==> src/design/kss_pkg.sv <==
// Package for the keyed sample store: transaction types, function and status codes.
// No dependencies.
package kss_pkg;

  localparam int NUM_SLOTS = 64;
  localparam int HIST_DEPTH = 256;
  localparam int SLOT_W = $clog2(NUM_SLOTS);
  localparam int HIST_W = $clog2(HIST_DEPTH);
  localparam logic [31:0] ID_MAX_OBD = 32'd255;
  localparam logic [31:0] ID_MAX_UDS = 32'd65535;

  typedef enum logic [2:0] {
    FN_REGISTER = 3'd0,
    FN_RECORD   = 3'd1,
    FN_SET_FAV  = 3'd2,
    FN_GET_FAV  = 3'd3,
    FN_LATEST   = 3'd4,
    FN_HISTORY  = 3'd5,
    FN_CLEAR    = 3'd6,
    FN_UNUSED   = 3'd7
  } func_t;

  localparam logic [2:0] ST_OK         = 3'd0;
  localparam logic [2:0] ST_INVALID    = 3'd1;
  localparam logic [2:0] ST_FULL       = 3'd2;
  localparam logic [2:0] ST_DUP_KEY    = 3'd3;
  localparam logic [2:0] ST_DUP_STABLE = 3'd4;
  localparam logic [2:0] ST_NOT_FOUND  = 3'd5;
  localparam logic [2:0] ST_MISMATCH   = 3'd6;
  localparam logic [2:0] ST_NO_DATA    = 3'd7;

  localparam logic [1:0] PROTO_OBD = 2'd0;
  localparam logic [1:0] PROTO_UDS = 2'd1;

  typedef struct packed {
    logic [2:0]  func;
    logic [1:0]  protocol;
    logic [15:0] module_req;
    logic [31:0] identifier;
    logic [15:0] def_handle;
    logic [31:0] stable_id;
    logic        def_valid;
    logic        available;
    logic [63:0] sample_value;
    logic [63:0] timestamp;
    logic        flag;
    logic [7:0]  history_pos;
  } in_item_t;

  typedef struct packed {
    logic [2:0]  status;
    logic [15:0] out_handle;
    logic        out_available;
    logic [63:0] out_value;
    logic [63:0] out_time;
    logic        out_favourite;
    logic [8:0]  held_history;
    logic [63:0] total_samples;
    logic [6:0]  used_slots;
  } out_item_t;

  // classified command handed from front to back
  typedef struct packed {
    in_item_t    item;
    logic        key_ok;
    logic        bad_value;
  } cmd_t;

  typedef enum logic [2:0] {
    BK_IDLE,
    BK_SCAN,
    BK_READ,
    BK_DONE,
    BK_CLEAR
  } bk_state_t;

endpackage

==> src/design/kss_front.sv <==
// Front end: accepts input transactions, checks key validity and value finiteness,
// and queues classified commands (two-entry queue). Uses kss_pkg.
module kss_front
  import kss_pkg::*;
(
  input  logic     clk,
  input  logic     rst_n,
  input  logic     in_push,
  output logic     in_full,
  input  in_item_t in_item,
  output logic     cmd_valid,
  input  logic     cmd_take,
  output cmd_t     cmd
);
  cmd_t     q_r [2];
  logic [1:0] cnt_r, cnt_nxt;
  logic     rd_r, rd_nxt;
  cmd_t     c;
  logic     push_ok, pop_ok;

  always_comb begin
    c.item = in_item;
    unique case (in_item.protocol)
      PROTO_OBD: c.key_ok = (in_item.module_req == 16'd0) && (in_item.identifier <= ID_MAX_OBD);
      PROTO_UDS: c.key_ok = (in_item.identifier <= ID_MAX_UDS);
      default:   c.key_ok = 1'b0;
    endcase
    c.bad_value = in_item.available && (in_item.sample_value[62:52] == 11'h7FF);
  end

  assign in_full   = (cnt_r == 2'd2);
  assign push_ok   = in_push && !in_full;
  assign cmd_valid = (cnt_r != 2'd0);
  assign pop_ok    = cmd_take && cmd_valid;
  assign cmd       = q_r[rd_r];

  always_comb begin
    cnt_nxt = cnt_r + {1'b0, push_ok} - {1'b0, pop_ok};
    rd_nxt  = pop_ok ? ~rd_r : rd_r;
  end

  always_ff @(posedge clk) begin
    if (!rst_n) begin
      cnt_r <= 2'd0;
      rd_r  <= 1'b0;
    end else begin
      cnt_r <= cnt_nxt;
      rd_r  <= rd_nxt;
    end
    if (push_ok) q_r[rd_r ^ cnt_r[0]] <= c;
  end
endmodule

==> config.mk <==
export PLATFORM = sky130hd
export DESIGN_NAME = kss_front
export DESIGN_NICKNAME = d
export VERILOG_FILES = /design/src/design/kss_pkg.sv /design/src/design/kss_front.sv
export SDC_FILE = /design/constraint.sdc
export NUM_CORES = 1
export LEC_CHECK = 0
export BUFFER_PORTS_ARGS = -buffer_cell sky130_fd_sc_hd__buf_2
export CAP_MARGIN = 10
export CORE_AREA = 2 2 192 194
export DETAILED_ROUTE_END_ITERATION = 7
export DIE_AREA = 0 0 194 196
export PLACE_DENSITY = 0.84
export SKIP_CTS_REPAIR_TIMING = 1
export SYNTH_ARGS = -nofsm -noshare
export SYNTH_HDL_FRONTEND = slang
export SYNTH_SLANG_ARGS = --single-unit
==> constraint.sdc <==
create_clock -name clk -period 22.7 [get_ports clk]
set_input_delay 2.27 -clock clk [delete_from_list [all_inputs] [get_ports clk]]
set_output_delay 2.27 -clock clk [all_outputs]
set_load 0.05 [all_outputs]
==> report_table.html <==
<table>
<tr><th>Metric</th><th>Value</th></tr>
<tr><th colspan="2">Outcome</th></tr>
<tr><td>Result of the run</td><td>finished, final reports clean</td></tr>
<tr><th colspan="2">Global routing</th></tr>
<tr><td>Sum of overflow across all layers after global routing</td><td>0</td></tr>
<tr><td>GR Util met2</td><td>0.350</td></tr>
<tr><td>Wire length of the first global-routing pass</td><td>about 58000 um</td></tr>
<tr><td>Global-route usage over all layers</td><td>0.201</td></tr>
<tr><td>Met3 Usage GRT</td><td>0.0552</td></tr>
<tr><td>Pin count of the biggest net entering global routing</td><td>171</td></tr>
<tr><td>GR met1 Demand/Resource</td><td>0.232</td></tr>
<tr><td>Number of antenna violations at the first check in global routing</td><td>7</td></tr>
<tr><td>Via count of the first global-routing pass</td><td>9931</td></tr>
<tr><td>Busiest grt layer</td><td>met2</td></tr>
<tr><th colspan="2">Layout</th></tr>
<tr><td>Layout cells sized above 1</td><td>0.597</td></tr>
<tr><td>Area added between synthesis and finish</td><td>25.0%</td></tr>
<tr><td>Number of cells in the finished layout apart from fillers</td><td>around 1800</td></tr>
<tr><td>NumNets Final</td><td>about 1600</td></tr>
<tr><th colspan="2">Yosys</th></tr>
<tr><td>Synthesized area</td><td>0.0178 sq mm</td></tr>
<tr><td>Yosys warning count</td><td>0</td></tr>
<tr><td>Library cells used by synthesis</td><td>20</td></tr>
<tr><td>Biggest area contributors in the synthesized netlist</td><td>edfxtp_1, mux2_2, buf_4</td></tr>
<tr><td>Net count of the mapped netlist</td><td>1039</td></tr>
<tr><td>Area share of the largest cell type after synthesis</td><td>0.818</td></tr>
<tr><td>Sequential fraction of the synthesis area</td><td>0.823</td></tr>
<tr><td>Flop and latch count out of synthesis</td><td>between 400 and 500</td></tr>
<tr><td>Synthesized area divided by synthesized cell count</td><td>between 20 and 25 sq um</td></tr>
<tr><td>Cells after Synth</td><td>793</td></tr>
<tr><td>Top cell type by total area after synthesis</td><td>edfxtp_1</td></tr>
<tr><th colspan="2">Floorplanning</th></tr>
<tr><td>Die Width</td><td>194 um</td></tr>
<tr><td>Ports placed on the boundary</td><td>488</td></tr>
<tr><td>Starting utilization of the core area</td><td>0.492</td></tr>
<tr><td>Placement Rows</td><td>70</td></tr>
<tr><td>DIE HEIGHT</td><td>196 um</td></tr>
<tr><td>Floorplan core area</td><td>0.0361 sq mm</td></tr>
<tr><td>Die Area</td><td>0.0380 sq mm</td></tr>
<tr><th colspan="2">STA</th></tr>
<tr><td>Final worst-path cycle share</td><td>0.256</td></tr>
<tr><td>Final setup skew</td><td>17.1 ps</td></tr>
<tr><td>Final Max Slew Viols</td><td>0</td></tr>
<tr><td># setup viols final</td><td>0</td></tr>
<tr><td>Slew at the pin closest to its max-slew limit</td><td>1160 ps</td></tr>
<tr><td>Tightest slew margin relative to the limit</td><td>0.224</td></tr>
<tr><td>Setup_tns</td><td>0 ps</td></tr>
<tr><td>Number of endpoints with negative hold slack in the final report</td><td>0</td></tr>
<tr><td>Unrepaired setup endpoints after global routing</td><td>no</td></tr>
<tr><td>Worst hold margin</td><td>592 ps</td></tr>
<tr><td>Min cycle time layout</td><td>a little under 6000 ps</td></tr>
<tr><td>Maximum clock rate</td><td>172 MHz</td></tr>
<tr><th colspan="2">Min path</th></tr>
<tr><td>Hold Crit Class</td><td>flop to flop</td></tr>
<tr><td>Beginning of the worst hold path</td><td>rd_r</td></tr>
<tr><th colspan="2">Drt</th></tr>
<tr><td>Average detailed-routed wire length per instance</td><td>21.6 um</td></tr>
<tr><td>Number of iterations in the first detailed-routing pass</td><td>5</td></tr>
<tr><td>Vias per Instance</td><td>5.20</td></tr>
<tr><td>DRC marker count from the first detailed-route iteration</td><td>470</td></tr>
<tr><td>DRC violations left</td><td>0</td></tr>
<tr><td>Final wirelength</td><td>39300 um</td></tr>
<tr><td>Vias post-DR</td><td>9458</td></tr>
<tr><td>Antenna-violating nets left</td><td>0</td></tr>
<tr><th colspan="2">Pwr</th></tr>
<tr><td>Leakage power figure</td><td>8.22 nW</td></tr>
<tr><td>Power Total</td><td>between 3 and 4 mW</td></tr>
<tr><td>Power per unit of standard cell area</td><td>around 160 mW/mm^2</td></tr>
<tr><td>Maximum VDD drop</td><td>207 uV</td></tr>
<tr><th colspan="2">Critical path</th></tr>
<tr><td>Critical path capture point type</td><td>output port</td></tr>
<tr><td>Critical setup path kind</td><td>flop to output port</td></tr>
<tr><td>Critical Path Source Type</td><td>flop</td></tr>
<tr><td>Worst Path Required</td><td>20430 ps</td></tr>
<tr><td>Data arrival time of the critical path</td><td>3530 ps</td></tr>
<tr><td>Largest fanout on the critical path</td><td>between 70 and 80</td></tr>
<tr><td>Startpoint of the most critical register-to-register path</td><td>cnt_r[0]</td></tr>
<tr><th colspan="2">Clocking</th></tr>
<tr><td>Clock network latency to the later pin of the worst-skew pair</td><td>approximately 550 ps</td></tr>
<tr><td>Root buffer cell</td><td>clkbuf_16</td></tr>
<tr><td>H-tree depth reported by CTS</td><td>2</td></tr>
<tr><td>CTS clk-pin slew, worst paths</td><td>approximately 60 ps</td></tr>
<tr><td>Num CTS Buffers</td><td>46</td></tr>
<tr><td>Max clock buf depth</td><td>3</td></tr>
<tr><td>Number of sinks driven by the clock tree</td><td>roughly 490</td></tr>
<tr><td>CTS tree</td><td>done</td></tr>
<tr><th colspan="2">Placed design</th></tr>
<tr><td>Final HPWL DP</td><td>26700 um</td></tr>
<tr><td>Port Buffer Count</td><td>487</td></tr>
<tr><td>Routability-driven placement congestion ratio</td><td>around 0.87</td></tr>
<tr><td>Total instance count after detailed placement</td><td>1728</td></tr>
<tr><th colspan="2">Run</th></tr>
<tr><td>Number of max-cap violations</td><td>0</td></tr>
</table>
## layout by cell type, fill, tap and decap left out, drive strengths merged, types with 2 or more instances in the layout
cell / synthesis / layout
clkinv: 0 / 27
nor4: 9 / 9
and2: 3 / 3
clkbuf: 0 / 55
nor2b: 4 / 4
nor2: 3 / 3
bufinv: 0 / 4
mux2: 242 / 242
diode: 0 / 4
nand4: 4 / 4
xnor2: 3 / 3
dfxtp: 4 / 4
ha: 2 / 2
buf: 27 / 494
edfxtp: 484 / 484
## state kept, by name (all words and copies together), names as in the netlist, named ones only
| name | flops |
|---|---|
| cnt_r | 2 |
| q_r | 484 |
| rd_r | 1 |
## metal layers
| layer | vias up | routed length [um] |
|---|---|---|
| li1 | 4222 | - |
| met1 | 4687 | 14300 |
| met2 | 449 | 20600 |
| met3 | 94 | 3050 |
| met4 | 6 | 1350 |
| met5 | - | 41 |
## final timing paths
kind                  to  slack (ps)  cells past startpoint
min                 rd_r         590                      2
min reg2reg         rd_r         590                      2
max reg2reg  q_r[1][133]       19540                      4
max             cmd[163]       16900                      4
## kinds of logic after synthesis
kind of cell | Yosys count | share of synthesized area
buffers and inverters | 28 | 0.0104
muxes | 242 | 0.153
and+or+nand+nor | 28 | 0.00958
AOI/OAI and AO/OA | 1 | 0.000352
xor gates and xnor gates | 4 | 0.00197
adders and majority gates | 2 | 0.00141
DFF | 488 | 0.823
## worst max-delay path, stage by stage (launching register included)
cell and delay [ps]:
dfxtp_4 760, buf_4 620, buf_4 810, mux2_2 430
buf_2 210
## Yosys cell counts
cell type,instances
xor2_1,1
nand2b_1,1
xnor2_1,3
or4_1,1
edfxtp_1,484
nor2_1,3
and2_1,3
buf_2,9
ha_1,2
a31oi_1,1
inv_1,1
or2_2,1
dfxtp_1,4
and4_1,1
mux2_2,242
nor2b_1,4
nor3_1,1
nor4_1,9
buf_4,18
nand4_1,4
## report_power, final
| part | internal, mW | switching [mW] |
|---|---|---|
| Sequential | 1.31 | 0.0781 |
| Clock | 0.436 | 0.310 |
| Combinational | 0.340 | 1.05 |
## area by class of cell
class                           count  area [sq um]
Tap cell                          468           586
Inverter                            1          3.75
Timing Repair Buffer              494          2510
Clock buffer                       55          1250
Clock inverter                     31           235
Sequential cell                   488         14600
Multi-Input combinational cell    277          2980
Antenna cell                        4          10.0
Fill cell                        2508         13900
## metrics by stage
step,instance area (sq um),worst slack [ps],util
2_1_floorplan,17800,8810,-
3_3_place_gp,20700,17600,0.574
4_1_cts,22200,16880,0.615
5_1_grt,22200,16680,0.615
3_5_place_dp,20700,17520,0.574
6_report,22200,16900,0.615
Note: power is estimated with default switching activity, not from simulation.
